## config.mk

```make
export PLATFORM = sky130hd
export DESIGN_NAME = irn_front
export DESIGN_NICKNAME = d
export VERILOG_FILES = /design/src/rtl/core/irn_pkg.sv /design/src/rtl/core/irn_front.sv
export VERILOG_INCLUDE_DIRS = /design/src /design/src/rtl/core
export SDC_FILE = /design/constraint.sdc
export NUM_CORES = 2
export LEC_CHECK = 0
export BUFFER_PORTS_ARGS = -buffer_cell sky130_fd_sc_hd__buf_2
export CORE_UTILIZATION = 60
export CTS_CLUSTER_DIAMETER = 30
export DETAILED_ROUTE_END_ITERATION = 16
export GPL_TIMING_DRIVEN = 0
export PLACE_DENSITY = 0.77
export SYNTH_ARGS = -nofsm -noshare
export SYNTH_HDL_FRONTEND = slang
export SYNTH_SLANG_ARGS = --single-unit
```

## constraint.sdc

```tcl
create_clock -name clk_i -period 17.6 [get_ports clk_i]
set_clock_uncertainty 0.2 [all_clocks]
set_input_delay 1.76 -clock clk_i [delete_from_list [all_inputs] [get_ports clk_i]]
set_output_delay 1.76 -clock clk_i [all_outputs]
set_load 0.02 [all_outputs]
```

## src/rtl/core/assert_macros.svh

```systemverilog
// ----------------------------------------------------------------------------
// assert_macros.svh
// assertion helpers shared by the rotation block modules
// ----------------------------------------------------------------------------
`ifndef ASSERT_MACROS_SVH
`define ASSERT_MACROS_SVH

// concurrent assertion on an explicit clock and active-low reset
`define IRN_ASSERT_CLK(lbl, clk, rst_n, prop) \
  lbl: assert property (@(posedge clk) disable iff (!rst_n) (prop)) \
    else $error("assertion failed");

// concurrent assertion on the module clock and reset
`define IRN_ASSERT(lbl, prop) `IRN_ASSERT_CLK(lbl, clk_i, rst_ni, prop)

`endif

```

## src/rtl/core/irn_pkg.sv

```systemverilog
// ----------------------------------------------------------------------------
// irn_pkg
// types, constants and helpers of the nearest-neighbor image rotation block
// ----------------------------------------------------------------------------
package irn_pkg;

  // frame store geometry
  localparam int MaxWidth  = 128;
  localparam int MaxHeight = 128;
  localparam int Depth     = MaxWidth * MaxHeight;
  localparam int CoordW    = $clog2(MaxWidth);
  localparam int RowW      = $clog2(MaxHeight);
  localparam int AddrW     = $clog2(Depth);

  // field widths
  localparam int PosW   = 7;
  localparam int DimW   = 8;
  localparam int TrigW  = 16;
  localparam int PixW   = 24;
  localparam int FracW  = 14;

  // datapath widths
  localparam int DeltaW = DimW + 2;
  localparam int ProdW  = TrigW + DeltaW;
  localparam int SumW   = ProdW + 2;
  localparam int IntW   = SumW - FracW - 1;

  // configuration port
  localparam int CfgIdxW  = 3;
  localparam int CfgDataW = 24;

  // queue depths
  localparam int QDepth   = 4;
  localparam int QPtrW    = $clog2(QDepth);
  localparam int QCntW    = $clog2(QDepth + 1);
  localparam int OutDepth = 4;
  localparam int OutPtrW  = $clog2(OutDepth);
  localparam int OutCntW  = $clog2(OutDepth + 1);

  typedef enum logic [CfgIdxW-1:0] {
    CFG_IMAGE_WIDTH      = 3'd0,
    CFG_IMAGE_HEIGHT     = 3'd1,
    CFG_COS_ANGLE        = 3'd2,
    CFG_SIN_ANGLE        = 3'd3,
    CFG_BACKGROUND_COLOR = 3'd4
  } cfg_reg_e;

  typedef enum logic {
    FUNC_WRITE = 1'b0,
    FUNC_READ  = 1'b1
  } func_e;

  typedef enum logic [1:0] {
    KIND_WRITE = 2'd0,
    KIND_READ  = 2'd1,
    KIND_FILL  = 2'd2
  } kind_e;

  typedef struct packed {
    func_e             func;
    logic [PosW-1:0]   pos_x;
    logic [PosW-1:0]   pos_y;
    logic [PixW-1:0]   pixel_in;
  } in_item_t;

  typedef struct packed {
    logic [PixW-1:0] pixel_out;
    logic            was_background;
  } out_item_t;

  // geometry and angle seen by the front end
  typedef struct packed {
    logic [DimW-1:0]         width;
    logic [DimW-1:0]         height;
    logic signed [TrigW-1:0] cos_angle;
    logic signed [TrigW-1:0] sin_angle;
  } cfg_t;

  // one classified operation for the frame store side
  typedef struct packed {
    kind_e            kind;
    logic [AddrW-1:0] addr;
    logic [PixW-1:0]  data;
  } q_entry_t;

  // zero reads as one, large values clamp to the store size
  function automatic logic [DimW-1:0] eff_dim(logic [DimW-1:0] raw, int maxv);
    logic [DimW-1:0] d;
    d = raw;
    if (raw == '0) begin
      d = DimW'(1);
    end else if (int'(raw) > maxv) begin
      d = DimW'(maxv);
    end
    return d;
  endfunction

  function automatic logic [AddrW-1:0] store_addr(logic [AddrW-1:0] col,
                                                  logic [AddrW-1:0] row);
    return AddrW'(row * AddrW'(MaxWidth)) + col;
  endfunction

endpackage

```

## src/rtl/core/irn_front.sv

```systemverilog
// ----------------------------------------------------------------------------
// irn_front
// accepts items, maps destination reads to source coordinates, classifies
// ----------------------------------------------------------------------------
`include "assert_macros.svh"

module irn_front (
  input  logic               clk_i,
  input  logic               rst_ni,
  input  logic               push_i,
  input  irn_pkg::in_item_t  item_i,
  output logic               full_o,
  input  irn_pkg::cfg_t      cfg_i,
  output logic               q_push_o,
  output irn_pkg::q_entry_t  q_entry_o,
  input  logic               q_full_i
);

  localparam int PadW = irn_pkg::SumW - irn_pkg::DimW - irn_pkg::FracW;

  logic advance;
  logic accept;

  // stage 1: offsets from the center, write address
  logic                                s1_valid_q;
  irn_pkg::func_e                      s1_func_q;
  logic                                s1_inside_q;
  logic [irn_pkg::AddrW-1:0]           s1_addr_q;
  logic [irn_pkg::PixW-1:0]            s1_pix_q;
  logic signed [irn_pkg::DeltaW-1:0]   s1_dx2_q, s1_dy2_q;

  // stage 2: products
  logic                                s2_valid_q;
  irn_pkg::func_e                      s2_func_q;
  logic                                s2_inside_q;
  logic [irn_pkg::AddrW-1:0]           s2_addr_q;
  logic [irn_pkg::PixW-1:0]            s2_pix_q;
  logic signed [irn_pkg::ProdW-1:0]    s2_cx_q, s2_sy_q, s2_sx_q, s2_cy_q;

  // stage 3: rounded sums, biased by one half
  logic                                s3_valid_q;
  irn_pkg::func_e                      s3_func_q;
  logic                                s3_inside_q;
  logic [irn_pkg::AddrW-1:0]           s3_addr_q;
  logic [irn_pkg::PixW-1:0]            s3_pix_q;
  logic signed [irn_pkg::SumW-1:0]     s3_nu_q, s3_nv_q;

  logic [irn_pkg::DimW-1:0]            wm1, hm1;
  logic signed [irn_pkg::DeltaW-1:0]   dx2_d, dy2_d;
  logic signed [irn_pkg::SumW-1:0]     off_u, off_v, nu_d, nv_d;
  logic [irn_pkg::IntW-1:0]            u_int, v_int;
  logic                                bg;

  // whole pipe holds while the last stage waits on the queue
  assign advance = !(s3_valid_q && q_full_i);
  assign full_o  = !advance;
  assign accept  = push_i && advance;

  assign wm1   = cfg_i.width - irn_pkg::DimW'(1);
  assign hm1   = cfg_i.height - irn_pkg::DimW'(1);
  assign dx2_d = $signed(irn_pkg::DeltaW'({item_i.pos_x, 1'b0}) - irn_pkg::DeltaW'(wm1));
  assign dy2_d = $signed(irn_pkg::DeltaW'({item_i.pos_y, 1'b0}) - irn_pkg::DeltaW'(hm1));

  // center offset plus rounding half: (w-1)*2^14 + 2^14 = w*2^14
  assign off_u = $signed({{PadW{1'b0}}, cfg_i.width, {irn_pkg::FracW{1'b0}}});
  assign off_v = $signed({{PadW{1'b0}}, cfg_i.height, {irn_pkg::FracW{1'b0}}});
  assign nu_d  = irn_pkg::SumW'(s2_cx_q) + irn_pkg::SumW'(s2_sy_q) + off_u;
  assign nv_d  = irn_pkg::SumW'(s2_cy_q) - irn_pkg::SumW'(s2_sx_q) + off_v;

  // floor of biased sum over 2^15; non-positive means below zero
  assign u_int = s3_nu_q[irn_pkg::SumW-1:irn_pkg::FracW+1];
  assign v_int = s3_nv_q[irn_pkg::SumW-1:irn_pkg::FracW+1];
  assign bg    = s3_nu_q[irn_pkg::SumW-1] || (s3_nu_q == '0)
              || s3_nv_q[irn_pkg::SumW-1] || (s3_nv_q == '0)
              || (u_int >= irn_pkg::IntW'(cfg_i.width))
              || (v_int >= irn_pkg::IntW'(cfg_i.height));

  always_comb begin
    q_push_o       = 1'b0;
    q_entry_o.kind = irn_pkg::KIND_WRITE;
    q_entry_o.addr = s3_addr_q;
    q_entry_o.data = s3_pix_q;
    if (s3_func_q == irn_pkg::FUNC_WRITE) begin
      q_push_o = s3_valid_q && s3_inside_q && !q_full_i;
    end else begin
      q_push_o       = s3_valid_q && !q_full_i;
      q_entry_o.kind = bg ? irn_pkg::KIND_FILL : irn_pkg::KIND_READ;
      q_entry_o.addr = irn_pkg::store_addr(irn_pkg::AddrW'(u_int[irn_pkg::CoordW-1:0]),
                                           irn_pkg::AddrW'(v_int[irn_pkg::RowW-1:0]));
    end
  end

  always_ff @(posedge clk_i or negedge rst_ni) begin
    if (!rst_ni) begin
      s1_valid_q <= 1'b0;
      s2_valid_q <= 1'b0;
      s3_valid_q <= 1'b0;
    end else if (advance) begin
      s1_valid_q <= accept;
      s2_valid_q <= s1_valid_q;
      s3_valid_q <= s2_valid_q;
    end
  end

  always_ff @(posedge clk_i) begin
    if (advance) begin
      s1_func_q   <= item_i.func;
      s1_inside_q <= (irn_pkg::DimW'(item_i.pos_x) < cfg_i.width)
                  && (irn_pkg::DimW'(item_i.pos_y) < cfg_i.height);
      s1_addr_q   <= irn_pkg::store_addr(irn_pkg::AddrW'(item_i.pos_x),
                                         irn_pkg::AddrW'(item_i.pos_y));
      s1_pix_q    <= item_i.pixel_in;
      s1_dx2_q    <= dx2_d;
      s1_dy2_q    <= dy2_d;

      s2_func_q   <= s1_func_q;
      s2_inside_q <= s1_inside_q;
      s2_addr_q   <= s1_addr_q;
      s2_pix_q    <= s1_pix_q;
      s2_cx_q     <= irn_pkg::ProdW'(cfg_i.cos_angle) * irn_pkg::ProdW'(s1_dx2_q);
      s2_sy_q     <= irn_pkg::ProdW'(cfg_i.sin_angle) * irn_pkg::ProdW'(s1_dy2_q);
      s2_sx_q     <= irn_pkg::ProdW'(cfg_i.sin_angle) * irn_pkg::ProdW'(s1_dx2_q);
      s2_cy_q     <= irn_pkg::ProdW'(cfg_i.cos_angle) * irn_pkg::ProdW'(s1_dy2_q);

      s3_func_q   <= s2_func_q;
      s3_inside_q <= s2_inside_q;
      s3_addr_q   <= s2_addr_q;
      s3_pix_q    <= s2_pix_q;
      s3_nu_q     <= nu_d;
      s3_nv_q     <= nv_d;
    end
  end

  `IRN_ASSERT(a_front_stall_holds,
              (s3_valid_q && q_full_i) |=> (s3_valid_q && $stable(s3_nu_q)))

endmodule

```

Word level (Yosys, flattened, before mapping)
Cells that the tools add are included.
W data, S select, Z words.
{"block": "totals", "word_cells": 59, "reg_bits": 301, "out_inout_bits": 42, "input_bits": 91}
{"block": "op_classes", "n_mux": 3, "order_cmp": 4, "multipliers": 4, "addsub": 10, "n_reduce_logical": 15}
{"operator": "$mul A16 B9 Y25", "n": 4}
{"operator": "$add A27 B23 Y28", "n": 2}
{"operator": "$logic_not A28 Y1", "n": 2}
{"operator": "$add A14 B7 Y14", "n": 2}
{"operator": "$add A26 B26 Y27", "n": 1}
{"operator": "$sub A26 B26 Y27", "n": 1}
{"operator": "$ge A13 B8 Y1", "n": 2}
{"operator": "$sub A8 B8 Y9", "n": 2}
{"operator": "$lt A7 B8 Y1", "n": 2}
{"operator": "$mux W16", "n": 1}
{"operator": "$sub A8 B1 Y8 const B", "n": 2}
{"operator": "$logic_and A1 B1 Y1", "n": 6}
{"operator": "$logic_or A1 B1 Y1", "n": 5}
{"operator": "$logic_not A1 Y1", "n": 2}
{"operator": "$mux W2", "n": 1}
{"operator": "$mux W1", "n": 1}

Longest topological paths before layout
{"block": "depth", "depth_word": 8, "ltp_mapped": 20, "ltp_nobuf": 19}

Worst setup path before layout
Ideal clock, no wire load.
{"block": "synth_timing", "kind": "input-to-output", "start": "in q_full_i", "end": "out full_o", "path_stages": 2, "path_buffers": 0, "path_slack_ns": 6.469, "arrival_ns": 9.171, "t_required_ns": 15.640, "cell_sequence": "nand2_1 inv_1"}
{"block": "synth_between", "elab_chain_len": 1}
{"element": "start, declared", "line": "irn_front.sv:16", "source": "input logic q_full_i"}
{"element": "$logic_and A1 B1 Y1", "line": "irn_front.sv:55", "source": "assign advance = !(s3_valid_q && q_full_i);"}
{"element": "end, declared", "line": "irn_front.sv:12", "source": "output logic full_o,"}
No other way between the ends.

Worst setup path after layout
{"block": "layout_timing", "start": "in cfg_i[5] (netlist bit)", "end": "reg s2_sy_q[23] (netlist bit) (data pin)"}
{"block": "layout_between", "elab_chain_len": 1}
{"element": "start, declared", "line": "irn_front.sv:13", "source": "input irn_pkg::cfg_t cfg_i,"}
{"element": "$mul A16 B9 Y25", "line": "irn_front.sv:121", "source": "s2_sy_q <= irn_pkg::ProdW'(cfg_i.sin_angle) * irn_pkg::ProdW'(s1_dy2_q);"}
{"element": "end signal, assigned", "line": "irn_front.sv:121"}
{"element": "end, declared", "line": "irn_front.sv:38", "source": "logic signed [irn_pkg::ProdW-1:0] s2_cx_q, s2_sy_q, s2_sx_q, s2_cy_q;"}
No other way between the ends.
A chain may end at the register's enable or synchronous reset.

==> impl_metrics.csv <==
group,metric,value,unit
global_routing,pin_count_of_the_biggest_net_entering_global_routing,68,
sta,post-route-period-util,44.8,%
floorplanning,io-pin-count,133,
sta,timing_hold_violations_final,0,
cts,numCtsBuffers,70,
run,count_of_max_cap_constraint_violations,0,
worst_setup_path,setup.worst_path.class,"in2reg",
sta,worstMarginPinSlew,1.41,ns
worst_hold_path,type_of_the_tightest_min_delay_check,"reg2reg",
synthesis,synth_seq_cells,297,
synthesis,yosysTopAreaCell,"fa_1",
worst_setup_path,cp_data_arrival_time,8.01,ns
cells_and_area,mostFrequentLayoutCell,"fa_1",
global_routing,global_route_wire_length_before_repair,135000,µm
routing,average_wire_length_per_cell_after_detail_routing,21.9,µm
worst_hold_path,hold-path-cell-count,0,
sta,achievable-frequency,127,MHz
routing,routed_wl,86900,µm
synthesis,ys.warnings.count,0,
cts,cts-root-to-sink-buffers,3,
routing,detail-route-antenna-nets,0,
cts,clockRootBuffer,"clkbuf_16",
floorplanning,die_x,236,µm
routing,post_drt_via_cell_ratio,5.87,
cts,clock_latency_of_the_later_clocked_register_in_the_worst_skew_pair,0.61,ns
worst_setup_path,regToRegSetupSlack,10.33,ns
worst_hold_path,min_from,"s1_addr_q[7]",
floorplanning,floorplan_core_area,54000,µm²
worst_setup_path,setup.worst_path.end_class,"flip-flop",
synthesis,synth.top_cell.area_share,30.0,%
cells_and_area,layout-drive-gt1-share,8.65,%
cts,postCtsResizedCells,0,
placed_design,gp_congestion,0.944,
placed_design,port_buffers,126,
synthesis,synth-edff-count,294,
worst_setup_path,r2r_end,"s2_sy_q[23]",
synthesis,post_synth_main_area_contributors,"fa_1 30%, edfxtp_1 27%, ha_1 13%, and2_1 5.1%, inv_1 5.1%",
synthesis,synthesis.area_per_instance,11.0,µm²
worst_setup_path,crit-reg2reg-launch,"s1_dy2_q[1]",
cts,holdBufCountCts,0,
placed_design,dp_hpwl,65600,µm
sta,rsz0062_at_grt,"false",
global_routing,grt_util_all_layers,32.5,%
synthesis,post_synth_inst_count,3011,
cells_and_area,layout_common_cells,"494 x fa_1, 447 x inv_1, 336 x ha_1, 294 x edfxtp_1, 282 x nand2_1",
cts,cts_clock_pin_slew_for_the_worst_setup_and_hold_paths,0.04,ns
cts,tritoncts_num_sinks,297,
worst_setup_path,cp-start-kind,"input pin",
cells_and_area,flow.area_growth_from_synthesis,12.2,%
global_routing,grt_antenna_before_repair,3,
routing,drc,0,
floorplanning,chipHeight,236,µm
global_routing,first_global_vias,24656,
worst_setup_path,worstRegToRegCells,20,
synthesis,synth-async-reset-ratio,1.01,%
sta,setup_tns_after_final_layout,0,ns
cts,cts_htree_levels,3,
synthesis,yosys.cell_types.count,66,
cells_and_area,design.final.nets,4134,
cts,postCtsSetupBuffers,0,
floorplanning,die_area,55900,µm²
sta,period_needed,7.88,ns
cts,cts_tree,"done",
worst_hold_path,min_delay_worst_endpoint,"s2_addr_q[7]",
routing,initialDrtViolationCount,2091,
routing,via_count,23296,
worst_setup_path,path_max_fanout,10,
global_routing,global_route.overflow_total,0,
routing,first_pass_iters,6,
sta,timing.max_slew.rel_slack,5.31,%
synthesis,post_synth_instance_area,33000,µm²
floorplanning,rows,85,
synthesis,postSynthNetCount,3932,
outcome,run_status,"complete, no violations",
sta,timing.final.max_slew_violations,0,
sta,setup_violations,0,
worst_setup_path,cp_data_required_time,17.72,ns
synthesis,synth_flop_cell,"edfxtp_1",
floorplanning,start_util,61.0,%
synthesis,synth.yosys.seq_area_share,27.0,%
## worst max-delay path by stage
stage / startpoint / to
2_1_floorplan: q_full_i / full_o
3_3_place_gp: q_full_i / full_o
3_5_place_dp: cfg_i[5] / s2_sy_q[23]
4_1_cts: cfg_i[5] / s2_sy_q[23]
5_1_grt: cfg_i[7] / s2_sy_q[23]
6_report: cfg_i[5] / s2_sy_q[23]
## cell type report
cell class,instances,area [µm²]
multi-input cells,2171,22000
fillers,4003,17000
flip-flops and latches,297,8900
clock buffers,77,1820
inverters,450,1690
well taps,696,871
repair buffers,130,741
clock inverters,53,589
plain buffers,93,349
diodes,1,2.50
## cell families (layout without fill, tap and decap cells)
group,count (synthesis),after routing,share of synthesized area (%)
adder cells (fa/ha/maj),830,830,42.7
AO/OA/AOI/OAI,321,321,6.48
multiplexers,19,19,0.637
XOR/XNOR,166,166,4.41
other,0,1,0
buffers and inverters,543,803,6.18
flip-flops,297,297,27.0
AND/OR/NAND/NOR,835,835,12.6
## per-stage QoR
stage | hold WS [ns] | util (%) | setup slack [ns] | instances | area, µm²
floorplan | 0.200 | - | 6.47 | 3011 | 33000
global placement | 0.200 | 63.8 | 5.11 | 3833 | 34500
detailed placement | 0.205 | 64.0 | 9.37 | 3837 | 34600
CTS | 0.197 | 68.5 | 9.96 | 3967 | 37000
global route | 0.212 | 68.5 | 9.56 | 3967 | 37000
finish | 0.209 | 68.5 | 9.72 | 3968 | 37000
## synth_stat cells, types with 3 or more instances
cell type	instances
or2_2	5
nor4_1	21
nand2b_1	24
o31a_1	3
a21oi_1	93
nor2_1	130
o21bai_1	24
a31oi_1	12
nand4_1	16
a2bb2oi_1	3
edfxtp_1	294
inv_1	447
o21ai_0	33
o31ai_1	5
and3_1	9
clkbuf_1	91
nor3_1	29
a211o_1	4
o22ai_1	4
dfrtp_1	3
o21a_1	21
mux2_2	16
nor2b_1	13
a21o_1	47
nand3_1	23
a211oi_1	16
o211ai_1	6
xnor2_1	128
a41o_1	3
or3_1	4
ha_1	336
a2111oi_2	3
o21ai_1	17
nand2_1	283
fa_1	494
xor2_1	38
mux2i_1	3
and2_1	270
## critical path, stage by stage
cell and delay [ns]:
buf_2 0.24, clkbuf_1 0.61, nand2_1 0.17, fa_1 0.57, inv_1 0.05, fa_1 0.45
ha_1 0.29, inv_1 0.05, fa_1 0.47, inv_1 0.04, ha_1 0.27, ha_1 0.24
fa_1 0.49, a211oi_1 0.25, nor2_1 0.11, o31ai_1 0.74, a311oi_1 0.32, o31ai_1 0.47
o21bai_1 0.11, a21oi_1 0.18, xnor2_1 0.12
## layer usage
layer  vias up  share of wire (%)  global-route usage, %  routed length, µm
li1      10241                  -                      -                  -
met1     11656                 40                   43.4              34700
met2      1160                 44                   49.2              38200
met3       237                 11                   9.08               9330
met4         2                5.3                   15.4               4590
met5         -              0.010                      0                  9
## registers in the layout, summed over array words and instances (netlist names), 14 cells and up
| signal | cells |
|---|---|
| s2_sx_q | 25 |
| s3_nu_q | 28 |
| s3_addr_q | 14 |
| s3_nv_q | 28 |
| s1_addr_q | 14 |
| s2_addr_q | 14 |
| s2_sy_q | 25 |
| s2_cx_q | 25 |
| s1_pix_q | 24 |
| s2_pix_q | 24 |
| s3_pix_q | 24 |
| s2_cy_q | 25 |
Power is left out: the tool's default activity adds up to more than one toggle a clock period on the data nets, which glitch-free logic cannot reach.
