[src/rtl/core/assert_macros.svh]
// ----------------------------------------------------------------------------
// assert_macros.svh
// assertion helpers shared by the rotation block modules
// ----------------------------------------------------------------------------
`ifndef ASSERT_MACROS_SVH
`define ASSERT_MACROS_SVH

// concurrent assertion on an explicit clock and active-low reset
`define IRN_ASSERT_CLK(lbl, clk, rst_n, prop) \
  lbl: assert property (@(posedge clk) disable iff (!rst_n) (prop)) \
    else $error("assertion failed");

// concurrent assertion on the module clock and reset
`define IRN_ASSERT(lbl, prop) `IRN_ASSERT_CLK(lbl, clk_i, rst_ni, prop)

`endif

[src/rtl/core/irn_pkg.sv]
// ----------------------------------------------------------------------------
// irn_pkg
// types, constants and helpers of the nearest-neighbor image rotation block
// ----------------------------------------------------------------------------
package irn_pkg;

  // frame store geometry
  localparam int MaxWidth  = 128;
  localparam int MaxHeight = 128;
  localparam int Depth     = MaxWidth * MaxHeight;
  localparam int CoordW    = $clog2(MaxWidth);
  localparam int RowW      = $clog2(MaxHeight);
  localparam int AddrW     = $clog2(Depth);

  // field widths
  localparam int PosW   = 7;
  localparam int DimW   = 8;
  localparam int TrigW  = 16;
  localparam int PixW   = 24;
  localparam int FracW  = 14;

  // datapath widths
  localparam int DeltaW = DimW + 2;
  localparam int ProdW  = TrigW + DeltaW;
  localparam int SumW   = ProdW + 2;
  localparam int IntW   = SumW - FracW - 1;

  // configuration port
  localparam int CfgIdxW  = 3;
  localparam int CfgDataW = 24;

  // queue depths
  localparam int QDepth   = 4;
  localparam int QPtrW    = $clog2(QDepth);
  localparam int QCntW    = $clog2(QDepth + 1);
  localparam int OutDepth = 4;
  localparam int OutPtrW  = $clog2(OutDepth);
  localparam int OutCntW  = $clog2(OutDepth + 1);

  typedef enum logic [CfgIdxW-1:0] {
    CFG_IMAGE_WIDTH      = 3'd0,
    CFG_IMAGE_HEIGHT     = 3'd1,
    CFG_COS_ANGLE        = 3'd2,
    CFG_SIN_ANGLE        = 3'd3,
    CFG_BACKGROUND_COLOR = 3'd4
  } cfg_reg_e;

  typedef enum logic {
    FUNC_WRITE = 1'b0,
    FUNC_READ  = 1'b1
  } func_e;

  typedef enum logic [1:0] {
    KIND_WRITE = 2'd0,
    KIND_READ  = 2'd1,
    KIND_FILL  = 2'd2
  } kind_e;

  typedef struct packed {
    func_e             func;
    logic [PosW-1:0]   pos_x;
    logic [PosW-1:0]   pos_y;
    logic [PixW-1:0]   pixel_in;
  } in_item_t;

  typedef struct packed {
    logic [PixW-1:0] pixel_out;
    logic            was_background;
  } out_item_t;

  // geometry and angle seen by the front end
  typedef struct packed {
    logic [DimW-1:0]         width;
    logic [DimW-1:0]         height;
    logic signed [TrigW-1:0] cos_angle;
    logic signed [TrigW-1:0] sin_angle;
  } cfg_t;

  // one classified operation for the frame store side
  typedef struct packed {
    kind_e            kind;
    logic [AddrW-1:0] addr;
    logic [PixW-1:0]  data;
  } q_entry_t;

  // zero reads as one, large values clamp to the store size
  function automatic logic [DimW-1:0] eff_dim(logic [DimW-1:0] raw, int maxv);
    logic [DimW-1:0] d;
    d = raw;
    if (raw == '0) begin
      d = DimW'(1);
    end else if (int'(raw) > maxv) begin
      d = DimW'(maxv);
    end
    return d;
  endfunction

  function automatic logic [AddrW-1:0] store_addr(logic [AddrW-1:0] col,
                                                  logic [AddrW-1:0] row);
    return AddrW'(row * AddrW'(MaxWidth)) + col;
  endfunction

endpackage

[src/rtl/core/irn_queue.sv]
// ----------------------------------------------------------------------------
// irn_queue
// short queue of classified operations between front end and frame store
// ----------------------------------------------------------------------------
`include "assert_macros.svh"

module irn_queue (
  input  logic               clk_i,
  input  logic               rst_ni,
  input  logic               push_i,
  input  irn_pkg::q_entry_t  entry_i,
  output logic               full_o,
  input  logic               pop_i,
  output logic               empty_o,
  output irn_pkg::q_entry_t  entry_o
);

  irn_pkg::q_entry_t             mem_q [irn_pkg::QDepth];
  logic [irn_pkg::QPtrW-1:0]     wr_ptr_q, wr_ptr_d;
  logic [irn_pkg::QPtrW-1:0]     rd_ptr_q, rd_ptr_d;
  logic [irn_pkg::QCntW-1:0]     cnt_q, cnt_d;

  assign full_o  = (cnt_q == irn_pkg::QCntW'(irn_pkg::QDepth));
  assign empty_o = (cnt_q == '0);
  assign entry_o = mem_q[rd_ptr_q];

  always_comb begin
    wr_ptr_d = wr_ptr_q;
    rd_ptr_d = rd_ptr_q;
    cnt_d    = cnt_q;
    if (push_i) begin
      wr_ptr_d = (wr_ptr_q == irn_pkg::QPtrW'(irn_pkg::QDepth - 1)) ? '0
                                                                     : wr_ptr_q + 1'b1;
    end
    if (pop_i) begin
      rd_ptr_d = (rd_ptr_q == irn_pkg::QPtrW'(irn_pkg::QDepth - 1)) ? '0
                                                                     : rd_ptr_q + 1'b1;
    end
    if (push_i && !pop_i) begin
      cnt_d = cnt_q + 1'b1;
    end else if (pop_i && !push_i) begin
      cnt_d = cnt_q - 1'b1;
    end
  end

  always_ff @(posedge clk_i or negedge rst_ni) begin
    if (!rst_ni) begin
      wr_ptr_q <= '0;
      rd_ptr_q <= '0;
      cnt_q    <= '0;
    end else begin
      wr_ptr_q <= wr_ptr_d;
      rd_ptr_q <= rd_ptr_d;
      cnt_q    <= cnt_d;
    end
  end

  always_ff @(posedge clk_i) begin
    if (push_i) begin
      mem_q[wr_ptr_q] <= entry_i;
    end
  end

  `IRN_ASSERT(a_q_no_overflow, push_i |-> !full_o)
  `IRN_ASSERT(a_q_no_underflow, pop_i |-> !empty_o)

endmodule

[config.mk]
export PLATFORM = sky130hd
export DESIGN_NAME = irn_queue
export DESIGN_NICKNAME = d
export VERILOG_FILES = /design/src/rtl/core/irn_pkg.sv /design/src/rtl/core/irn_queue.sv
export VERILOG_INCLUDE_DIRS = /design/src /design/src/rtl/core
export SDC_FILE = /design/constraint.sdc
export NUM_CORES = 1
export LEC_CHECK = 0
export ABC_AREA = 1
export BUFFER_PORTS_ARGS = -buffer_cell sky130_fd_sc_hd__buf_2
export CAP_MARGIN = 10
export CORE_UTILIZATION = 40
export CTS_BUF_LIST = sky130_fd_sc_hd__clkbuf_8
export CTS_CLUSTER_SIZE = 40
export DETAILED_ROUTE_END_ITERATION = 8
export HOLD_SLACK_MARGIN = 0.05
export SLEW_MARGIN = 30
export SYNTH_ARGS = -nofsm -noshare
export SYNTH_HDL_FRONTEND = slang
export SYNTH_SLANG_ARGS = --single-unit
export TNS_END_PERCENT = 50
[constraint.sdc]
create_clock -name clk_i -period 2.7 [get_ports clk_i]
set_input_delay 0 -clock clk_i [delete_from_list [all_inputs] [get_ports clk_i]]
set_output_delay 0 -clock clk_i [all_outputs]
set_load 0.01 [all_outputs]
; ---- Yosys cells after proc, flatten, opt, wreduce, memory -nomap -nowiden
; Memories as Yosys holds them, arrays and structs flattened.
; Cells that the tools add are included.
[op_classes]
div_mod_pow = 0
n_addsub = 4
n_eq_ne = 3
mux = 6
magnitude_cmp = 0
reduce_logical = 6
n_bitwise = 0
n_shift = 0
n_mul = 0
[op_table]
columns = op, count
row1 = $mux 3, 2
row2 = $add 2x1->2 const B, 2
row3 = $eq 2x2->1 const B, 2
row4 = $mux 2, 2
row5 = $add 3x1->3 const B, 1
row6 = $eq 3x3->1 const B, 1
row7 = $logic_not 3->1, 1
row8 = $sub 3x1->3 const B, 1
row9 = $logic_and 1x1->1, 2
row10 = $logic_not 1->1, 2
row11 = $mux 1, 2
row12 = $reduce_bool 2->1, 1
[totals]
elab_cells = 23
rom_bits = 0
ff_bits = 7
mem_bits_rw = 160
in_bits = 44
latchBits = 0
out_inout_bits = 42
memories = 1
[mem_list]
columns = memory, depth, word_bits, read_ports, rd_clocked_by_memory_dff, write_ports, line
row1 = mem_q, 4, 40, 1, 0, 1, irn_queue.sv:18  ; irn_pkg::q_entry_t mem_q [irn_pkg::QDepth];

; ---- Longest topological paths before layout
; Gate-level depths: netlist (run 1).
[depth]
depth_word = 4
ltp_mapped = 9
depth_no_buf = 9

; ---- Worst setup path before layout (run 1)
; Ideal clock, no wire load.
[synth_path]
path_type = flip-flop to flip-flop
startpoint = register wr_ptr_q[0] in the netlist's numbering
endpoint = memory mem_q[0][0] in the netlist's numbering, enable pin
period_less_slack_ps = 1841
n_path_buf = 0
arrival_time_ps = 1447
t_required_ps = 2305
path_stages_with_launch = 5
setup_slack_ps = 859
setup_ps = 395
cell_sequence = dfrtp_1 inv_1 ha_1 nand2_1 inv_1
[synth_rtl]
columns = element, line
row1 = start: declaration, irn_queue.sv:19  ; logic [irn_pkg::QPtrW-1:0] wr_ptr_q, wr_ptr_d;
row2 = start signal: assignment, irn_queue.sv:52  ; wr_ptr_q <= wr_ptr_d;
row3 = end: declaration, irn_queue.sv:18
; Straight into the memory's write port.

==> key figures, run 1 <==
Synth
  – Number of synthesized flops with an enable pin: 160
  – Seq/Total Area, Yosys: 0.732
  – Gate count of the mapped netlist: 519
  – Number of distinct library cell variants in the gate-level netlist after synthesis: 19
  – Summed instance area of the synthesized netlist: 0.00680 mm²
  – Synth warn: 0
  – Synthesis-stage register bit count: 167
  – Most used DFF post-synth: sky130_fd_sc_hd__edfxtp_1
  – Fraction of synthesis flops using an asynchronous set or reset pin: 0.0419
  – Post-Syn Nets: 570
  – Mean Syn Cell Area: 13.1 µm²

Setup path
  – Required time at the worst-slack endpoint: 2700 ps
  – Critical Path Sink Type: output port
  – Slowest stage cell on the critical path: sky130_fd_sc_hd__inv_4
  – Worst Setup Path Type: reg -> out
  – CP peak stage delay: 520 ps
  – Crit path max fanout: 71
  – Data arrival at the endpoint of the critical path: 2180 ps
  – CP cell instances: inv_4, buf_4, nand2_1, o211ai_1, nand2_1, buf_2
  – Crit start category: register
  – CP dominant cell by count: sky130_fd_sc_hd__nand2_1

Final layout
  – Most frequent standard cell in the layout excluding fill and tap cells: sky130_fd_sc_hd__edfxtp_1
  – Most used cells in the layout excluding fill and tap cells: sky130_fd_sc_hd__edfxtp_1 (160), sky130_fd_sc_hd__nand2_1 (136), sky130_fd_sc_hd__inv_1 (88), sky130_fd_sc_hd__buf_2 (85), sky130_fd_sc_hd__o211ai_1 (76)
  – Layout-stage area growth over the synthesis result: 21.9%
  – Fin cells: 886
  – Filler cells: 1462
  – Fraction of final layout cells with drive strength greater than 1: 0.206
  – # diodes: 0
  – Final cell utilization of the core: 0.500
  – Number of nets in the layout: 704

Placement
  – DP Wirelength: 7800 µm
  – RePlAce Congestion: 0.713
  – Total instance count after detailed placement: 810
  – Count of input and output buffers: 85

Clock tree
  – Worst-Skew Late Latency: 460 ps
  – Inserted Clock Buffers: 17
  – Number of buffers inserted by post-CTS setup repair: 0
  – CTS root buffer: sky130_fd_sc_hd__clkbuf_8
  – Reg clk slew, reported paths: 90 ps
  – # clock sinks: 167
  – Clock tree from TritonCTS: yes
  – Buffer levels on the longest clock path: 2
  – Number of resized instances in the post-cts repair step: 0
  – Number of H-tree levels: 4

Global routing
  – Total global routing track utilization: 0.159
  – Initial antenna violation count: 0
  – Number of global-route vias before repair: 3965
  – Overflow left after global routing: 0
  – Wire length of the first global-routing pass: 20800 µm
  – Maximum number of pins on one net before global-route repair: 72

Timing
  – Setup Total Neg Slack: 0 ps
  – Worst slew margin relative to its limit: 0.478
  – Finish-stage setup viols: 0
  – Final period demand of the worst path: 2180 ps
  – Post-route clock period utilization: 0.808
  – Setup repair after global routing missed its margin: false
  – Worst setup skew after layout: 7.12 ps
  – Max-slew violation count: 0
  – Final worst hold slack: 296 ps
  – Highest clock frequency the design can meet: 459 MHz
  – Worst-margin pin slew: 782 ps
  – Final count of hold timing violations: 0

Detailed routing
  – Starting DRC count in detailed routing: 209
  – Number of vias in the routed layout: 4077
  – Final wirelength: 12900 µm
  – Via-to-Cell Ratio: 4.60
  – Antenna Violating Nets Remaining: 0
  – DRC violations left: 0
  – Detailed-route wire length per cell: 14.6 µm
  – Number of detailed-route iterations in the first pass: 4

Worst hold path
  – Min-delay worst type: in -> reg

Power
  – Leakage dissipation: 3.39 nW
  – Power per Cell Area: 942 mW/mm²
  – Peak supply drop: 0.684 mV
  – Tot Pwr: 7.81 mW

Status
  – Run status: finished, final reports clean

Floorplan
  – Die width: 132 µm
  – Std-Cell Rows: 47
  – Std-Cell Core Area: 0.0166 mm²
  – Die height: 132 µm
  – Count of boundary I/O pins: 86
  – Die footprint: 0.0175 mm²
  – Initial core utilization: 0.410

Run
  – Reported max-cap violation count: 0
-- Yosys cell counts (2+ instances only) --
library cell | number | area, µm²
sky130_fd_sc_hd__buf_6 | 10 | 113
sky130_fd_sc_hd__inv_1 | 91 | 342
sky130_fd_sc_hd__o211ai_1 | 76 | 571
sky130_fd_sc_hd__edfxtp_1 | 160 | 4800
sky130_fd_sc_hd__nand2_1 | 136 | 510
sky130_fd_sc_hd__ha_1 | 6 | 75.1
sky130_fd_sc_hd__dfrtp_1 | 7 | 175
sky130_fd_sc_hd__o211ai_2 | 4 | 50.1
sky130_fd_sc_hd__buf_2 | 16 | 80.1
sky130_fd_sc_hd__o21ai_0 | 2 | 10.0
sky130_fd_sc_hd__nor3_1 | 2 | 10.0
sky130_fd_sc_hd__o21ai_1 | 2 | 10.0
-- report_power, final --
| group | internal (mW) | total [mW] | switching (mW) |
|---|---|---|---|
| combinational | 0.925 | 2.58 | 1.66 |
| sequential | 3.32 | 3.45 | 0.131 |
| clock | 0.897 | 1.77 | 0.872 |
| total | 5.15 | 7.81 | 2.66 |
-- worst max-delay path: cells and delay by family, from the launching register on --
family          cells  cell delay (ps)
compound gates      1              100
buf+inv             3             1010
simple gates        2              170
flops               1              430
-- cell families after synthesis --
logic type / share of synthesized area
and+or+nand+nor: 0.0787
buffers and inverters: 0.0797
xor gates and xnor gates: 0.00129
adders and majority gates: 0.0140
AOI/OAI and AO/OA: 0.0942
DFF: 0.732
-- per-layer routing --
metal	vias to the layer above	wire length, µm	GRT usage	part of all wire
met3	15	540	0.0373	0.042
li1	2074	-	-	-
met5	-	0	0	0
met4	0	229	0.0677	0.018
met1	1885	5680	0.199	0.44
met2	103	6480	0.265	0.50
-- per-stage QoR --
| stage | instance area [µm²] | setup slack, ps |
|---|---|---|
| 2_1_floorplan | 6800 | 859 |
| 4_1_cts | 8290 | 466 |
| 3_3_place_gp | 7450 | 1000 |
| 5_1_grt | 8290 | 327 |
| 6_report | 8290 | 519 |
| 3_5_place_dp | 7450 | 958 |
-- sequential cells by signal, indices dropped and copies added, names as in the netlist --
| name | cells |
|---|---|
| mem_q | 160 |
| cnt_q | 3 |
| rd_ptr_q | 2 |
| wr_ptr_q | 2 |
-- cell type report --
class,count,area (µm²),area share
Sequential cell,167,4980,0.601
Multi-Input combinational cell,233,1280,0.154
Timing Repair Buffer,141,1010,0.121
Inverter,93,352,0.0424
Tap cell,220,275,0.0332
Clock buffer,17,234,0.0282
Clock inverter,15,163,0.0196
-- final timing paths --
path	start	end	slack, ps	cells past startpoint
setup reg to reg	wr_ptr_q[0]	mem_q[3][12]	970	4
max in group asynchronous	rst_ni	rd_ptr_q[1]	1920	3
hold / removal	entry_i[11]	mem_q[1][11]	300	2
hold reg to reg	cnt_q[2]	cnt_q[2]	520	2
min in group asynchronous	rst_ni	cnt_q[1]	520	3
setup / recovery	rd_ptr_q[0]	entry_o[29]	520	6
-- timing repair --
action,4_1_cts,5_1_grt
setup endpoints to repair,0,0
hold endpoints to repair,173,0
hold buffers,44,0
Power figures use the tool's default switching activity.
==> run 2: changes to the inputs <==
ABC_AREA = 0   (was 1)
clock period = 2 ns   (was 2.7 ns; I/O delays follow)
==> run 2 against run 1 <==
Clock power rose by 36%; global-route usage fell by 0.57 points; final area fell by 5.7%; clock skew barely moved; non-clock buffer count rose by 7; via count fell by 27%; sequential share of layout area rose by 3.7 points; cell count fell by 32%; combinational power rose by 19%; critical endpoint is now entry_o[37]; largest cell class unchanged.
==> key figures, run 2 <==
Clock tree
  – CTS root buffer: sky130_fd_sc_hd__clkbuf_8
  – Buffer levels on the longest clock path: 2 (unchanged)
  – # clock sinks: 167 (unchanged)
  – Inserted Clock Buffers: 17 (unchanged)
  – Reg clk slew, reported paths: 80 ps (about the same)
  – Clock tree from TritonCTS: yes
  – Worst-Skew Late Latency: 450 ps (about the same)
  – Number of H-tree levels: 4 (unchanged)

Synth
  – Post-Syn Nets: 298 (-48%)
  – Number of synthesized flops with an enable pin: 160 (unchanged)
  – Gate count of the mapped netlist: 247 (-52%)
  – Mean Syn Cell Area: 25.3 µm² (+93%)
  – Number of distinct library cell variants in the gate-level netlist after synthesis: 20 (+1)
  – Most area-hungry cell type in the Yosys netlist: sky130_fd_sc_hd__edfxtp_1
  – Synth area leaders: sky130_fd_sc_hd__edfxtp_1 (77%), sky130_fd_sc_hd__mux4_2 (14%), sky130_fd_sc_hd__dfrtp_1 (2.8%)
  – Most used standard cell by instance count after synthesis: sky130_fd_sc_hd__edfxtp_1
  – Most used DFF post-synth: sky130_fd_sc_hd__edfxtp_1
  – Synthesis-stage register bit count: 167 (unchanged)
  – Synth warn: 0 (unchanged)
  – Fraction of synthesis flops using an asynchronous set or reset pin: 0.0419 (unchanged)
  – Seq/Total Area, Yosys: 0.798 (+0.0659)
  – Most instantiated cells after synthesis: sky130_fd_sc_hd__edfxtp_1 (160), sky130_fd_sc_hd__mux4_2 (38), sky130_fd_sc_hd__dfrtp_1 (7)
  – Proportion of netlist area held by the largest area contributor: 0.770 (+0.0636)
  – Summed instance area of the synthesized netlist: 0.00624 mm² (-8.3%)

Detailed routing
  – Number of vias in the routed layout: 2958 (-27%)
  – Final wirelength: 11000 µm (-15%)
  – DRC violations left: 0 (unchanged)
  – Detailed-route wire length per cell: 18.1 µm (+24%)
  – Number of detailed-route iterations in the first pass: 4 (unchanged)
  – Via-to-Cell Ratio: 4.89 (+6.3%)
  – Starting DRC count in detailed routing: 152 (-27%)
  – Antenna Violating Nets Remaining: 0 (unchanged)

Final layout
  – Fraction of final layout cells with drive strength greater than 1: 0.436 (+0.231)
  – # diodes: 0 (unchanged)
  – Most used cells in the layout excluding fill and tap cells: sky130_fd_sc_hd__edfxtp_1 (160), sky130_fd_sc_hd__buf_2 (85), sky130_fd_sc_hd__dlygate4sd3_1 (44), sky130_fd_sc_hd__mux4_2 (38), sky130_fd_sc_hd__clkbuf_8 (21)
  – Area of all placed cells without fillers: 0.00782 mm² (-5.7%)
  – Layout-stage area growth over the synthesis result: 25.3%
  – Number of flip-flops under the largest register name: 160 (unchanged)
  – Fin cells: 605 (-32%)
  – Largest registers ranked by flip-flop count: mem_q x160, cnt_q x3
  – Largest register by flop count: mem_q
  – Number of nets in the layout: 455 (-35%)
  – Most frequent standard cell in the layout excluding fill and tap cells: sky130_fd_sc_hd__edfxtp_1

Floorplan
  – Std-Cell Core Area: 0.0152 mm² (-8.3%)
  – Die footprint: 0.0161 mm² (-8.1%)
  – Die height: 127 µm (-4.2%)
  – Initial core utilization: 0.410 (about the same)
  – Count of boundary I/O pins: 86 (unchanged)
  – Std-Cell Rows: 45 (-4.3%)
  – Die width: 127 µm (-4.2%)

Placement
  – Total instance count after detailed placement: 525 (-35%)
  – Placed cell areas: 0.00693 mm² (-7.0%)
  – Count of input and output buffers: 85 (unchanged)
  – DP Wirelength: 6790 µm (-13%)
  – RePlAce Congestion: 0.675 (-5.2%)

Global routing
  – Number of global-route vias before repair: 3224 (-19%)
  – Wire length of the first global-routing pass: 17500 µm (-16%)
  – Initial antenna violation count: 0 (unchanged)
  – Overflow left after global routing: 0 (unchanged)
  – Maximum number of pins on one net before global-route repair: 26 (-64%)
  – Total global routing track utilization: 0.153 (-0.00565)

Timing
  – Setup repair after global routing missed its margin: false
  – Worst slew margin relative to its limit: 0.732 (+0.254)
  – Finish-stage setup viols: 0 (unchanged)
  – Final count of hold timing violations: 0 (unchanged)
  – Worst-margin pin slew: 402 ps (-380 ps)
  – Worst setup skew after layout: 7.11 ps (-0.0112 ps)
  – Highest clock frequency the design can meet: 530 MHz
  – Setup Total Neg Slack: 0 ps (unchanged)
  – Final period demand of the worst path: 1890 ps
  – Post-route clock period utilization: 0.944
  – Max-slew violation count: 0 (unchanged)

Power
  – Leakage dissipation: 2.77 nW (-18%)
  – Power per Cell Area: 1310 mW/mm² (+39%)
  – Peak supply drop: 0.484 mV (-29%)
  – Tot Pwr: 10.3 mW (+31%)

Setup path
  – Crit start category: register
  – Worst Setup Path Type: reg -> out
  – Data arrival at the endpoint of the critical path: 1890 ps (-290 ps)
  – Critical Path Sink Type: output port
  – Required time at the worst-slack endpoint: 2000 ps (-700 ps)
  – Crit path max fanout: 18 (-75%)

Run
  – Reported max-cap violation count: 0 (unchanged)

Status
  – Run status: finished, final reports clean

Worst hold path
  – Min-delay worst type: in -> reg
==> run 2: cells by family (layout without fill, tap and decap cells) <==
| kind of cell | count (synthesis) | count (layout) | synth area share |
|---|---|---|---|
| xor gates and xnor gates | 3 | 3 | 0.00421 |
| adders and majority gates | 7 | 7 | 0.0152 |
| muxes | 43 | 43 | 0.151 |
| buffers and inverters | 14 | 184 | 0.0209 |
| DFF | 167 | 167 | 0.798 |
| and+or+nand+nor | 11 | 11 | 0.00902 |
| AOI/OAI and AO/OA | 2 | 2 | 0.00160 |
==> run 2: what timing repair did <==
item	CTS	global route
hold buffers	44	0
gates resized for setup	1	0
buffers inserted	4	0
hold endpoints to repair	172	0
setup endpoints to repair	39	0
==> run 2: final cells by class <==
| cell class | instances | area, µm² |
|---|---|---|
| Clock buffer | 21 | 289 |
| Multi-Input combinational cell | 66 | 1130 |
| Timing Repair Buffer | 148 | 1030 |
| Sequential cell | 167 | 4990 |
| Tap cell | 188 | 235 |
| Fill cell | 1226 | 7390 |
| Inverter | 4 | 15.0 |
| Clock inverter | 11 | 121 |
==> run 2: metal layers <==
metal,up-vias,global-route usage,share of wire
met3,12,0.0481,0.036
li1,1350,-,-
met5,-,0,0
met2,63,0.251,0.51
met4,0,0.0546,0.011
met1,1533,0.194,0.45
==> run 2: where the power goes <==
part	switching, mW	leakage, nW	internal (mW)	total [mW]
clock network	1.16	0.213	1.24	2.40
logic	1.50	1.01	1.58	3.08
registers	0.270	1.55	4.50	4.77
==> run 2: worst paths after layout <==
check	startpoint	end	slack (ps)	depth (start not counted)
max in group asynchronous	rst_ni	rd_ptr_q[1]	1160	3
hold / removal	entry_i[12]	mem_q[3][12]	300	2
setup reg to reg	wr_ptr_q[1]	mem_q[1][9]	500	4
hold reg to reg	cnt_q[2]	cnt_q[2]	500	1
min in group asynchronous	rst_ni	cnt_q[1]	530	3
setup / recovery	rd_ptr_q[1]	entry_o[37]	110	3
==> run 2: critical path, cell delays in order, from the launching register on <==
cell and delay (ps):
sky130_fd_sc_hd__dfrtp_4 620, sky130_fd_sc_hd__buf_4 310, sky130_fd_sc_hd__mux4_2 360, sky130_fd_sc_hd__buf_2 160
==> run 2: through the flow <==
stage | utilization | setup WS [ps] | hold WS, ps
floorplan | - | 6.72 | -296
global placement | 0.456 | 443 | -146
detailed placement | 0.456 | 424 | -147
CTS | 0.514 | 37.3 | 257
global route | 0.514 | 4.59 | 262
finish | 0.514 | 112 | 296
==> run 3: changes to the inputs <==
ABC_AREA = 1   (was 0)
CAP_MARGIN = default   (was 10)
==> run 3 against run 2 <==
Via count increased by 38%; clock skew up 1.0 ps; critical path depth is 3 higher; global-route usage grew 0.23 points; clock power increased by 2%; largest power group unchanged; routed wire length rose by 17%; largest cell class unchanged; non-clock buffer count is 2 lower; sequential share of layout area is 4.0 points lower.
==> key figures, run 3 (synthesized netlist as in run 1, its figures left out) <==
Status
  – Run status: finished, final reports clean

Timing
  – Worst slew margin relative to its limit: 0.756 (+0.0237)
  – Final worst hold slack: 308 ps (+11.8 ps)
  – Max-slew violation count: 0 (unchanged)
  – Finish-stage setup viols: 0 (unchanged)
  – Final period demand of the worst path: 1830 ps (-56.3 ps)
  – Final count of hold timing violations: 0 (unchanged)
  – Post-route clock period utilization: 0.916 (-0.0282)
  – Highest clock frequency the design can meet: 546 MHz (+3.1%)
  – Worst setup skew after layout: 8.14 ps (+1.03 ps)
  – Worst-margin pin slew: 367 ps (-35.5 ps)
  – Setup Total Neg Slack: 0 ps (unchanged)
  – Setup repair after global routing missed its margin: false

Floorplan
  – Initial core utilization: 0.410 (about the same)
  – Die width: 132 µm (+4.3%)
  – Std-Cell Core Area: 0.0166 mm² (+9.1%)
  – Std-Cell Rows: 47 (+4.4%)
  – Die height: 132 µm (+4.3%)
  – Count of boundary I/O pins: 86 (unchanged)
  – Die footprint: 0.0175 mm² (+8.9%)

Power
  – Power per Cell Area: 1280 mW/mm² (-2.6%)
  – Tot Pwr: 10.6 mW (+3.8%)
  – Leakage dissipation: 3.44 nW (+24%)
  – Peak supply drop: 0.479 mV (-1.1%)

Setup path
  – Critical Path Sink Type: output port
  – Crit start category: register
  – Capture instance of the worst register-to-register path: mem_q[1][26]
  – Worst reg2reg setup slack: 460 ps (-40 ps)
  – Reg-to-Reg Start: wr_ptr_q[1]
  – Number of cells traversed by the worst register-to-register path: 5 (+1)
  – CP peak stage delay: 430 ps (-190 ps)
  – CP dominant cell by count: sky130_fd_sc_hd__nand2_1
  – Slowest stage cell on the critical path: sky130_fd_sc_hd__dfrtp_1
  – Worst Setup Path Type: reg -> out
  – Data arrival at the endpoint of the critical path: 1830 ps (-60 ps)
  – CP cell instances: inv_4, buf_12, nand2_1, o211ai_1, nand2_1, buf_2
  – Required time at the worst-slack endpoint: 2000 ps (about the same)
  – Buffering stage count on the worst path with inverters included: 3 (+1)
  – Crit path max fanout: 56 (+38)
  – Category of cells accounting for the largest share of critical-path delay: buffers and inverters

Placement
  – Count of input and output buffers: 85 (unchanged)
  – Total instance count after detailed placement: 815 (+55%)
  – RePlAce Congestion: 0.731 (+8.3%)
  – DP Wirelength: 8080 µm (+19%)

Clock tree
  – Number of buffers inserted by post-CTS setup repair: 0 (-4)
  – Inserted Clock Buffers: 17 (unchanged)
  – # clock sinks: 167 (unchanged)
  – Reg clk slew, reported paths: 90 ps (about the same)
  – CTS root buffer: sky130_fd_sc_hd__clkbuf_8
  – Number of H-tree levels: 4 (unchanged)
  – Clock tree from TritonCTS: yes
  – Buffer levels on the longest clock path: 2 (unchanged)
  – Worst-Skew Late Latency: 440 ps (about the same)

Detailed routing
  – Via-to-Cell Ratio: 4.60 (-6.0%)
  – Number of vias in the routed layout: 4086 (+38%)
  – Starting DRC count in detailed routing: 188 (+24%)
  – Number of detailed-route iterations in the first pass: 4 (unchanged)
  – Detailed-route wire length per cell: 14.4 µm (-21%)
  – Antenna Violating Nets Remaining: 0 (unchanged)
  – DRC violations left: 0 (unchanged)
  – Final wirelength: 12800 µm (+17%)

Worst hold path
  – Hold-critical path endpoint: mem_q[3][12]
  – Startpoint of the lowest-slack hold path: entry_i[12]
  – Hold path depth: 2 (unchanged)
  – Min-delay worst type: in -> reg

Final layout
  – Filler cells: 1475 (+20%)
  – Most frequent standard cell in the layout excluding fill and tap cells: sky130_fd_sc_hd__edfxtp_1
  – Fraction of final layout cells with drive strength greater than 1: 0.208 (-0.229)
  – Number of nets in the layout: 709 (+56%)
  – Fin cells: 889 (+47%)
  – Most used cells in the layout excluding fill and tap cells: sky130_fd_sc_hd__edfxtp_1 (160), sky130_fd_sc_hd__nand2_1 (136), sky130_fd_sc_hd__inv_1 (90), sky130_fd_sc_hd__buf_2 (85), sky130_fd_sc_hd__o211ai_1 (76)
  – Final cell utilization of the core: 0.502 (-0.0119)
  – Area taken by flip-flops and latches: 0.00498 mm² (about the same)
  – Number of flip-flops under the largest register name: 160 (unchanged)
  – Multi-input combinational cell area: 0.00128 mm² (+13%)
  – Largest register by flop count: mem_q
  – Layout-stage area growth over the synthesis result: 22.5%
  – Largest registers ranked by flip-flop count: mem_q x160, cnt_q x3
  – # diodes: 0 (unchanged)

Global routing
  – Initial antenna violation count: 0 (unchanged)
  – Wire length of the first global-routing pass: 20600 µm (+18%)
  – Maximum number of pins on one net before global-route repair: 57 (+120%)
  – Overflow left after global routing: 0 (unchanged)
  – Total global routing track utilization: 0.156 (+0.00226)
  – Number of global-route vias before repair: 3952 (+23%)

Run
  – Reported max-cap violation count: 0 (unchanged)
## run 3: cell count changes in the layout (fill, tap and decap cells not counted), moves of 3 or more
cell | previous run | this run
sky130_fd_sc_hd__inv_2 | 0 | 5
sky130_fd_sc_hd__o211ai_2 | 0 | 4
sky130_fd_sc_hd__buf_4 | 17 | 12
sky130_fd_sc_hd__o211ai_1 | 0 | 76
sky130_fd_sc_hd__clkbuf_8 | 21 | 17
sky130_fd_sc_hd__nand2_1 | 2 | 136
sky130_fd_sc_hd__mux4_2 | 38 | 0
sky130_fd_sc_hd__mux2_2 | 3 | 0
sky130_fd_sc_hd__inv_1 | 5 | 90
sky130_fd_sc_hd__and2_2 | 4 | 0
## run 3: worst reg2reg max path, stage by stage, from the launching register on
cell	delay, ps
sky130_fd_sc_hd__dfrtp_1	410
sky130_fd_sc_hd__inv_1	110
sky130_fd_sc_hd__ha_1	150
sky130_fd_sc_hd__nand2_1	60
sky130_fd_sc_hd__inv_2	270
sky130_fd_sc_hd__buf_4	260
## run 3: how the worst max path moves through the flow
| stage | startpoint | endpoint | slack [ps] | depth (start not counted) |
|---|---|---|---|---|
| floorplan | wr_ptr_q[0] | mem_q[0][0] | 160 | 4 |
| global placement | wr_ptr_q[1] | mem_q[1][26] | 500 | 5 |
| detailed placement | wr_ptr_q[1] | mem_q[1][26] | 470 | 5 |
| CTS | rd_ptr_q[1] | entry_o[3] | 10 | 5 |
| global route | rd_ptr_q[0] | entry_o[10] | 1 | 6 |
| finish | rd_ptr_q[0] | entry_o[38] | 170 | 6 |
## run 3: layout make-up
| type | count | share of cell area |
|---|---|---|
| Sequential cell | 167 | 0.598 |
| Multi-Input combinational cell | 233 | 0.154 |
| Timing Repair Buffer | 146 | 0.125 |
| Inverter | 93 | 0.0422 |
| Tap cell | 220 | 0.0330 |
| Clock buffer | 17 | 0.0281 |
| Clock inverter | 13 | 0.0200 |
## run 3: stage by stage
stage	instance area [µm²]	setup slack (ps)
6_report	8330	168
2_1_floorplan	6800	159
3_5_place_dp	7480	469
4_1_cts	8320	10.9
3_3_place_gp	7480	505
5_1_grt	8330	1.06
## run 3: layer usage
metal | wire [µm] | track usage | up-vias
met5 | 0 | 0 | -
met4 | 157 | 0.0626 | 0
met3 | 483 | 0.0388 | 12
met2 | 6300 | 0.259 | 77
met1 | 5850 | 0.195 | 1923
li1 | - | - | 2074
## run 3: where the power goes
| group | switching (mW) | internal, mW |
|---|---|---|
| registers | 0.255 | 4.49 |
| clock network | 1.11 | 1.32 |
| logic | 2.17 | 1.29 |
## run 3: what timing repair did
| action | CTS | global route |
|---|---|---|
| endpoints found under the setup margin | 0 | 20 |
| hold buffers | 44 | 0 |
| endpoints found under the hold margin | 172 | 0 |
| resized for setup | 0 | 3 |
